--- config.mk ---
export PLATFORM = sky130hd
export DESIGN_NAME = lumaedge_grey
export DESIGN_NICKNAME = d
export VERILOG_FILES = /design/src/hdl/lumaedge_pkg.sv /design/src/hdl/lumaedge_grey.sv
export SDC_FILE = /design/constraint.sdc
export NUM_CORES = 1
export LEC_CHECK = 0
export BUFFER_PORTS_ARGS = -buffer_cell sky130_fd_sc_hd__buf_4
export CAP_MARGIN = 0
export CORE_MARGIN = 10
export CORE_UTILIZATION = 60
export DETAILED_ROUTE_END_ITERATION = 8
export GPL_TIMING_DRIVEN = 0
export PLACE_DENSITY = 0.78
export SLEW_MARGIN = 10
export SYNTH_ARGS = -nofsm -noshare
export SYNTH_HDL_FRONTEND = slang
export SYNTH_SLANG_ARGS = --single-unit
export TNS_END_PERCENT = 50
--- constraint.sdc ---
create_clock -name clk -period 11.35 [get_ports clk]
set_input_delay 1.7025 -clock clk [delete_from_list [all_inputs] [get_ports clk]]
set_output_delay 1.7025 -clock clk [all_outputs]
set_load 0.03 [all_outputs]
--- src/hdl/lumaedge_pkg.sv ---
// ----------------------------------------------------------------------------
// lumaedge_pkg
// Shared types and constants of the 3x3 luma edge threshold block.
// ----------------------------------------------------------------------------
package lumaedge_pkg;

  localparam int MAX_COLUMNS = 2048;
  localparam int COL_AW      = $clog2(MAX_COLUMNS);

  localparam int COLS_W  = 12;
  localparam int ROWS_W  = 16;
  localparam int THR_W   = 8;
  localparam int GREY_W  = 8;
  localparam int OCOL_W  = 11;
  localparam int CFG_DW  = 16;
  localparam int CFG_IW  = 2;
  localparam int MIN_DIM = 3;

  localparam int COLS_RESET = 640;
  localparam int ROWS_RESET = 480;
  localparam int THR_RESET  = 16;

  // grey = floor((30r + 59g + 11b) / 100), the division done by reciprocal
  localparam int GREY_WR    = 30;
  localparam int GREY_WG    = 59;
  localparam int GREY_WB    = 11;
  localparam int SUM_W      = 15;
  localparam int GREY_MUL   = 41944;
  localparam int GREY_SHIFT = 22;
  localparam int PROD_W     = 31;

  localparam int LS_W = 2 * GREY_W;

  typedef enum logic [CFG_IW-1:0] {
    CFG_COLS   = 2'd0,
    CFG_ROWS   = 2'd1,
    CFG_THRESH = 2'd2
  } cfg_idx_t;

  // line store access: one read and one write port
  typedef struct packed {
    logic              rd_en;
    logic [COL_AW-1:0] rd_addr;
    logic              wr_en;
    logic [COL_AW-1:0] wr_addr;
    logic [LS_W-1:0]   wr_data;
  } ls_req_t;

endpackage

--- src/hdl/lumaedge_grey.sv ---
// ----------------------------------------------------------------------------
// lumaedge_grey
// Two-stage rgb to grey conversion: weighted sum, then reciprocal multiply.
// ----------------------------------------------------------------------------
module lumaedge_grey (
  input  logic                              clk,
  input  logic                              en,
  input  logic [7:0]                        red,
  input  logic [7:0]                        green,
  input  logic [7:0]                        blue,
  output logic [lumaedge_pkg::GREY_W-1:0]   grey
);

  logic [lumaedge_pkg::SUM_W-1:0]  sum_nxt;
  logic [lumaedge_pkg::SUM_W-1:0]  sum_r;
  logic [lumaedge_pkg::PROD_W-1:0] prod_r;

  assign sum_nxt = ({7'd0, red}   * lumaedge_pkg::SUM_W'(lumaedge_pkg::GREY_WR))
                 + ({7'd0, green} * lumaedge_pkg::SUM_W'(lumaedge_pkg::GREY_WG))
                 + ({7'd0, blue}  * lumaedge_pkg::SUM_W'(lumaedge_pkg::GREY_WB));

  always_ff @(posedge clk) begin
    if (en) begin
      sum_r  <= sum_nxt;
      prod_r <= {{(lumaedge_pkg::PROD_W - lumaedge_pkg::SUM_W){1'b0}}, sum_r}
              * lumaedge_pkg::PROD_W'(lumaedge_pkg::GREY_MUL);
    end
  end

  // exact floor division by 100 for every sum below 25501
  assign grey = prod_r[lumaedge_pkg::GREY_SHIFT +: lumaedge_pkg::GREY_W];

endmodule
==> results.txt, run 1 <==
Ranked by total cell area, the synthesized netlist is headed by fa_1 (36%), ha_1 (28%), inv_1 (11%), edfxtp_1 (9.5%), xnor2_1 (2.4%). STA classifies the critical path endpoint as a register. Counting the fill cells in the layout gives 899.

The placement row count is 40. The global placement routability congestion is 0.868. The synthesized cell area is 7260 sq um. The hold violation total from the final report was 0.

Dividing the synthesized area by the synthesized cell count gives 10.4 sq um. The die outline width came out at 130 um. The maximum count of clock buffers along a single path came out at 2. The number of cells on the worst hold path is 4. The total number of vias is 4,840. The slowest stage of the critical path belongs to the cell fa_1. The detailed router's first-iteration violation count is 200.

The part of the Yosys area used for sequential elements came out at 9.51%. The number of warnings reported in the yosys synthesis log is 0. The total clock buffers created by CTS is 3. The setup path with the least slack is of type input pin to register. The area share of the largest cell type after synthesis is 36.4%. The number of placed I/O pins came out at 34. The number of clock sinks came out at 23. The sum of negative setup slack is 0 ns.

The share of layout cells above drive strength 1 is 5.98%. The post-detailed-placement half-perimeter wirelength came out at 12,500 um. The total routed wirelength came out at 13,900 um.

The worst clock skew is 0.0115 ns. The layout net count is 1,056. The highest attainable clock frequency came out at 144 MHz. The via count of the first global-routing pass came out at 5,306. The core outline area is 11,900 sq um. The height of the die is 130 um. The worst hold margin came out at 1.26 ns.

The global-route wire length before repair is 23,900 um. The count of port buffers added during placement came out at 33. In this run the tightest slew margin relative to its limit is 64.2%.

Counting distinct cell types in the post-synthesis netlist gives 44. The clock slew seen by the registers of the worst setup and hold paths is 0.07 ns. In this run the worst hold path is classified as register to register.

The post-synthesis register bit count is 23. The largest delay contributor family on the critical path is adder cells. The highest cell delay on the worst timing path came out at 0.58 ns. CTS built an H-tree with a depth of 1. The number of instances in the synthesized netlist came out at 699. The most common flop cell mapped by yosys is edfxtp_1. For this run, the total global-route usage over all layers was measured as 17.6%. The fraction of registers with async set/reset came out at 0%. The sum of buffers and inverters on the critical path came out at 3. TritonCTS built the clock tree. The type of element launching the critical path is an input pin. The count of cells along the worst register-to-register path is 14. The placed cell count is 879. The number of gates on the worst path with buffers counted came out at 19. The utilization after layout came out at 65.3%. The net count after synthesis came out at 1,018.

Setup violations remaining at the end of the flow were counted as 0. Traced cell by cell, the critical path runs through buf_4, fa_1, fa_1, fa_1, a21o_1, a21oi_1, nor2b_1, o21a_1, o41ai_1, xor2_1, fa_1, fa_1, inv_1, ha_1, buf_1, a21o_1, a21o_1, a221oi_2, xnor2_1. The final number of max-transition violations came out at 0.

The first-pass detailed-route iteration total is 4. The minimum period implied by the final worst setup slack came out at 6.94 ns. The data required time of the worst path came out at 11.37 ns. The number of vias per cell after detailed routing is 5.48. The number of gates resized after CTS was 0. The average wire per cell in the routed design came out at 15.7 um. The post-CTS setup repair buffer count is 0. In this run the worst path has a maximum fanout of 9. The run finished with clean final reports.

The layout overhead on the synthesized area came out at 7.03%. The post-detailed-route count of antenna-violating nets is 0. The tree is rooted in a clkbuf_16.

The floorplan die area came out at 16,900 sq um. The clock reaches the later pin of the worst-skew pair after 0.26 ns. The number of enable flip-flop cells after synthesis came out at 23. Max-cap violations in this run came to 0.

The final worst-path cycle share came out at 61.2%. The slew at the pin closest to its max-slew limit is 0.535 ns. The number of antenna violations at the first check in global routing is 0. Among the stages of the critical path, the cell type that occurs most often is fa_1.

Once the floorplan was initialized, standard cells occupied 61.0% of the core. The data arrival at the endpoint of the critical path came out at 6.96 ns. The final non-filler cell total came out at 883. The overall overflow remaining after global route came out at 0.

The largest net degree at the start of global routing is 24. Setup repair after global routing left no endpoint under its margin. In the routed design, unresolved DRC markers number 0. The library cell occupying the most area in the post-synthesis netlist is fa_1. The number of antenna diodes in the final layout is 0. The number of buffers inserted by hold repair at cts came out at 0.
[flip-flops by register name, summed over array words and instances, names as in the netlist]
name    flops
prod_r      8
sum_r      15
[cell families (layout without fill, tap and decap cells)]
group	after synthesis	in the layout	synth area share (%)
AO/OA/AOI/OAI	76	76	7.37
XOR/XNOR	27	27	3.26
adder cells (fa/ha/maj)	293	293	64.1
buffers and inverters	215	252	11.1
flip-flops	23	23	9.51
AND/OR/NAND/NOR	65	65	4.62
[layout make-up]
class                   instances  area [sq um]  area share [%]
repair buffers                 33           248            3.19
flip-flops and latches         23           691            8.89
plain buffers                   1          3.75          0.0483
well taps                     147           184            2.37
clock buffers                   4          78.8            1.01
multi-input cells             461          5760            74.2
inverters                     214           803            10.3
[worst reg2reg max path, cell delays in order (launching register included)]
cell      delay (ns)
edfxtp_1        0.57
ha_1            0.38
inv_1           0.05
fa_1            0.49
fa_1            0.53
inv_1           0.05
fa_1            0.47
fa_1            0.49
ha_1            0.34
and3_1          0.20
a41oi_1         0.13
a31o_2          0.27
a31oi_1         0.47
a21oi_1         0.17
xnor2_1         0.15
[routing by layer]
metal,track usage (%),vias to the layer above,part of all wire [%]
met5,0,-,0
met2,32.5,54,55
met3,0.933,14,1.8
met4,4.17,0,1.5
li1,-,2307,-
met1,22.1,2465,42
[synthesized netlist by cell type (3+ instances only)]
library cell  count
o211ai_1          6
nor2b_1           4
a31oi_1           3
o21a_1            4
xor2_1            7
nand4_1           6
inv_1           214
ha_1            161
o21ai_0          12
edfxtp_1         23
nand3_1           5
a211oi_1          4
nor2_1           17
fa_1            132
nand2b_1          4
a21oi_1          15
nand2_1          10
xnor2_1          20
a31o_2            3
a21o_1           12
nor3_1            8
[cells in the final DEF (no fill, tap or decap), drive strengths merged, types with 2 or more instances in the layout]
cell type and n:
a211o 2, a211oi 4, a21o 12, a21oi 16, a221oi 2, a311oi 2, a31o 3, a31oi 3
and3 2, and4 2, buf 34, clkbuf 4, edfxtp 23, fa 132, ha 161, inv 214
nand2 10, nand2b 4, nand3 5, nand3b 2, nand4 6, nor2 17, nor2b 4, nor3 8
o211a 2, o211ai 6, o21a 4, o21ai 12, o41ai 2, or3 2, xnor2 20, xor2 7
[final timing paths]
check | start | end | slack (ns)
hold / removal | sum_r[14] | prod_r[29] | 1.26
setup reg to reg | sum_r[13] | prod_r[25] | 6.34
setup / recovery | red[0] | sum_r[14] | 4.41
hold reg to reg | sum_r[14] | prod_r[29] | 1.26
[stage by stage]
| step | setup slack (ns) | area, sq um |
|---|---|---|
| 2_1_floorplan | 4.66 | 7260 |
| 3_3_place_gp | 4.22 | 7690 |
| 3_5_place_dp | 4.14 | 7690 |
| 4_1_cts | 4.42 | 7770 |
| 5_1_grt | 4.19 | 7770 |
| 6_report | 4.41 | 7770 |
Power of run 1 is left out: the tool's default activity adds up to more than one toggle a clock period on the data nets, which glitch-free logic cannot reach.
==> run 2: changes to the inputs <==
--- a/config.mk
+++ b/config.mk
@@ -5,13 +5,14 @@
 export SDC_FILE = /design/constraint.sdc
 export NUM_CORES = 1
 export LEC_CHECK = 0
+export ABC_AREA = 1
 export BUFFER_PORTS_ARGS = -buffer_cell sky130_fd_sc_hd__buf_4
 export CAP_MARGIN = 0
 export CORE_MARGIN = 10
-export CORE_UTILIZATION = 60
+export CORE_UTILIZATION = 59
 export DETAILED_ROUTE_END_ITERATION = 8
 export GPL_TIMING_DRIVEN = 0
-export PLACE_DENSITY = 0.78
+export PLACE_DENSITY = 0.8
 export SLEW_MARGIN = 10
 export SYNTH_ARGS = -nofsm -noshare
 export SYNTH_HDL_FRONTEND = slang
==> constraint.sdc (replaced) <==
create_clock -name clk -period 6.1 [get_ports clk]
set_input_delay 0.915 -clock clk [delete_from_list [all_inputs] [get_ports clk]]
set_output_delay 0.915 -clock clk [all_outputs]
set_load 0.03 [all_outputs]
==> results.txt, run 2 <==
The number of instances in the synthesized netlist is 860 (was 699). Result of the run: finished clean (unchanged). The commonest non-fill, non-tap cell in the layout is inv_1 (unchanged). The hold violation total from the final report came to 0 (unchanged). The number of enable flip-flop cells after synthesis is 23 (unchanged). The detailed-route DRC error count came out at 0 (unchanged).

The layout overhead on the synthesized area came out at 7.01% (was 7.03%). The final worst-path cycle share came out at 93.8%. Largest registers ranked by flip-flop count: sum_r x15, prod_r x8 (unchanged). The sum of negative setup slack came to 0 ns (unchanged). The global placement routability congestion came to 0.974 (was 0.868). The data arrival at the endpoint of the critical path was 5.72 ns (was 6.96 ns). Cell breakdown of the critical path: buf_4, inv_1, fa_1, fa_1, inv_1, ha_1, a21oi_1, nand2_1, a21oi_1, xor2_1, ha_1, inv_1, fa_1, fa_1, inv_1, ha_1, nand2_1, or2_0, nand3_1, a21oi_1, xnor2_1 (was buf_4, fa_1, fa_1, fa_1, a21o_1, a21oi_1, nor2b_1, o21a_1, o41ai_1, xor2_1, fa_1, fa_1, inv_1, ha_1, buf_1, a21o_1, a21o_1, a221oi_2, xnor2_1). The master of the slowest instance on the critical path is fa_1 (unchanged). The post-detailed-placement half-perimeter wirelength is 14,200 um (was 12,500 um).

The part of the Yosys area used for sequential elements is 8.93% (was 9.51%). The global-route usage over all layers came to 17.8% (was 17.6%). The largest register by flop count is sum_r (unchanged).

The worst max-slew margin expressed relative to the limit is 71.1% (was 64.2%). The number of cells on the worst hold path is 2 (was 4). The sum of buffers and inverters on the critical path came out at 5 (was 3).

The average wire per cell in the routed design is 14.3 um (was 15.7 um). The via count of the first global-routing pass was 5,785 (was 5,306). The kind of critical path was input pin to register (unchanged). The post-CTS setup repair buffer count is 0 (unchanged). The total number of vias is 5,465 (was 4,840). The post-synthesis register bit count came out at 23 (unchanged). The global-route wire length before repair came out at 26,300 um (was 23,900 um). Top cells by instance count after synthesis: inv_1 (255), ha_1 (161), fa_1 (132) (was inv_1 (214), ha_1 (161), fa_1 (132)).

The final number of max-transition violations is 0 (unchanged). The highest attainable clock frequency is 175 MHz. Leading cell types by total area after synthesis: fa_1 (34%), ha_1 (26%), inv_1 (12%), edfxtp_1 (8.9%), nand2_1 (5.1%) (was fa_1 (36%), ha_1 (28%), inv_1 (11%), edfxtp_1 (9.5%), xnor2_1 (2.4%)). The total clock buffers created by CTS is 3 (unchanged). The CTS tree is done (unchanged). The detailed router's first-iteration violation count was 309 (was 200).

The most common flop cell mapped by yosys is edfxtp_1 (unchanged). The placed cell count came out at 1,065 (was 879). The number of distinct library cells after synthesis came to 24 (was 44). The type of the tightest min-delay check is input pin to register (was register to register). The number of gates on the worst path with buffers counted was 21 (was 19). Unrepaired setup endpoints after global routing: no (unchanged).

The first-pass detailed-route iteration total came out at 5 (was 4). The final-layout fill cell count came out at 1,065 (was 899). The number of placed I/O pins was 34 (unchanged). The final count of negative-setup-slack endpoints is 0 (unchanged). The most used standard cell by instance count after synthesis is inv_1 (unchanged).

The largest net degree at the start of global routing is 24 (unchanged). The layout net count is 1,217 (was 1,056). The initial core utilization came out at 60.8% (was 61.0%).

The maximum count of clock buffers along a single path is 2 (unchanged). The area of all placed cells without fillers is 8270 sq um (was 7770 sq um). The die outline width was 134 um (was 130 um). The count of instances resized after the clock tree is built was 0 (unchanged). The type of element launching the critical path was an input pin (unchanged). The library cell occupying the most area in the post-synthesis netlist is fa_1 (unchanged).

The clock network latency to the later pin of the worst-skew pair came out at 0.25 ns (was 0.26 ns). The endpoint type of the worst setup path is a register (unchanged). The floorplan die area is 18,100 sq um (was 16,900 sq um). The number of inserted diodes came out at 0 (unchanged). The number of buffers inserted by hold repair at cts is 0 (unchanged). The total routed wirelength came out at 15,300 um (was 13,900 um). The placement row count is 41 (was 40). The area of placed instances came to 8190 sq um (was 7690 sq um). The post-detailed-route count of antenna-violating nets is 0 (unchanged). Top library cells by usage in the layout, fill and taps aside: inv_1 (255), ha_1 (161), fa_1 (132) (was inv_1 (214), ha_1 (161), fa_1 (132)). The final non-filler cell total was 1,069 (was 883). The data required time of the worst path is 6.10 ns (was 11.37 ns). The highest cell delay on the worst timing path came out at 0.54 ns (was 0.58 ns). The reported max-cap violation count is 0 (unchanged).

The fraction of registers with async set/reset was 0% (unchanged). The number of clock sinks is 23 (unchanged). The biggest fanout along the worst timing path is 5 (was 9). The mean area per synthesized cell came out at 8.99 sq um (was 10.4 sq um).

The clock slew seen by the registers of the worst setup and hold paths came to 0.06 ns (was 0.07 ns). The count of port buffers added during placement was 33 (unchanged). The core outline area is 12,700 sq um (was 11,900 sq um). The largest delay contributor family on the critical path is adder cells (unchanged).

The number of vias per cell after detailed routing is 5.11 (was 5.48). The number of warnings reported in the yosys synthesis log came out at 0 (unchanged). The net count after synthesis is 1,179 (was 1,018).

The worst clock skew is 0.00428 ns (was 0.0115 ns). The clock tree root driver cell is clkbuf_16 (unchanged). The overall overflow remaining after global route is 0 (unchanged). The area share of the largest cell type after synthesis is 34.2% (was 36.4%). The number of flip-flops under the largest register name came to 15 (unchanged). The number of antenna violations at the first check in global routing came to 0 (unchanged).

The synthesized cell area came out at 7730 sq um (was 7260 sq um). The worst hold margin is 0.995 ns (was 1.26 ns). The share of layout cells above drive strength 1 came out at 5.24% (was 5.98%). The H-tree depth came out at 1 (unchanged). The minimum period implied by the final worst setup slack came out at 5.72 ns. The count of cells along the worst register-to-register path came out at 18 (was 14). The height of the die is 134 um (was 130 um). The slew at the pin closest to its max-slew limit came out at 0.428 ns (was 0.535 ns).
## run 2: worst paths after layout
check	from	end	slack, ns
hold / removal	blue[0]	sum_r[0]	1.0
setup / recovery	red[3]	sum_r[11]	0.38
hold reg to reg	sum_r[14]	prod_r[29]	1.20
setup reg to reg	sum_r[1]	prod_r[22]	1.51
## run 2: metal layers
metal	GRT usage, %	vias to the layer above	share of wire, %
met2	34.8	95	55
met3	0.482	8	2.2
met4	3.69	0	1.0
li1	-	2724	-
met1	20.9	2638	42
met5	0	-	0
## run 2: cell families after synthesis
group                    count (synthesis)  synth area share, %
buffers and inverters                  255                 12.4
AND/OR/NAND/NOR                        200                 11.2
adder cells (fa/ha/maj)                293                 60.2
flip-flops                              23                 8.93
XOR/XNOR                                21                 2.38
AO/OA/AOI/OAI                           68                 4.89
## run 2: final cells by class
| cell class | count | area (sq um) | area share (%) |
|---|---|---|---|
| inverters | 255 | 957 | 11.6 |
| multi-input cells | 582 | 6080 | 73.5 |
| flip-flops and latches | 23 | 691 | 8.35 |
| clock buffers | 4 | 78.8 | 0.953 |
| well taps | 172 | 215 | 2.60 |
| repair buffers | 33 | 248 | 2.99 |
## run 2: metrics by stage
stage,utilization [%],setup slack (ns)
floorplan,-,0.543
global placement,64.4,0.125
detailed placement,64.4,0.0918
CTS,65.0,0.361
global route,65.0,0.0638
finish,65.0,0.376
Power of run 2 is left out for the same reason.
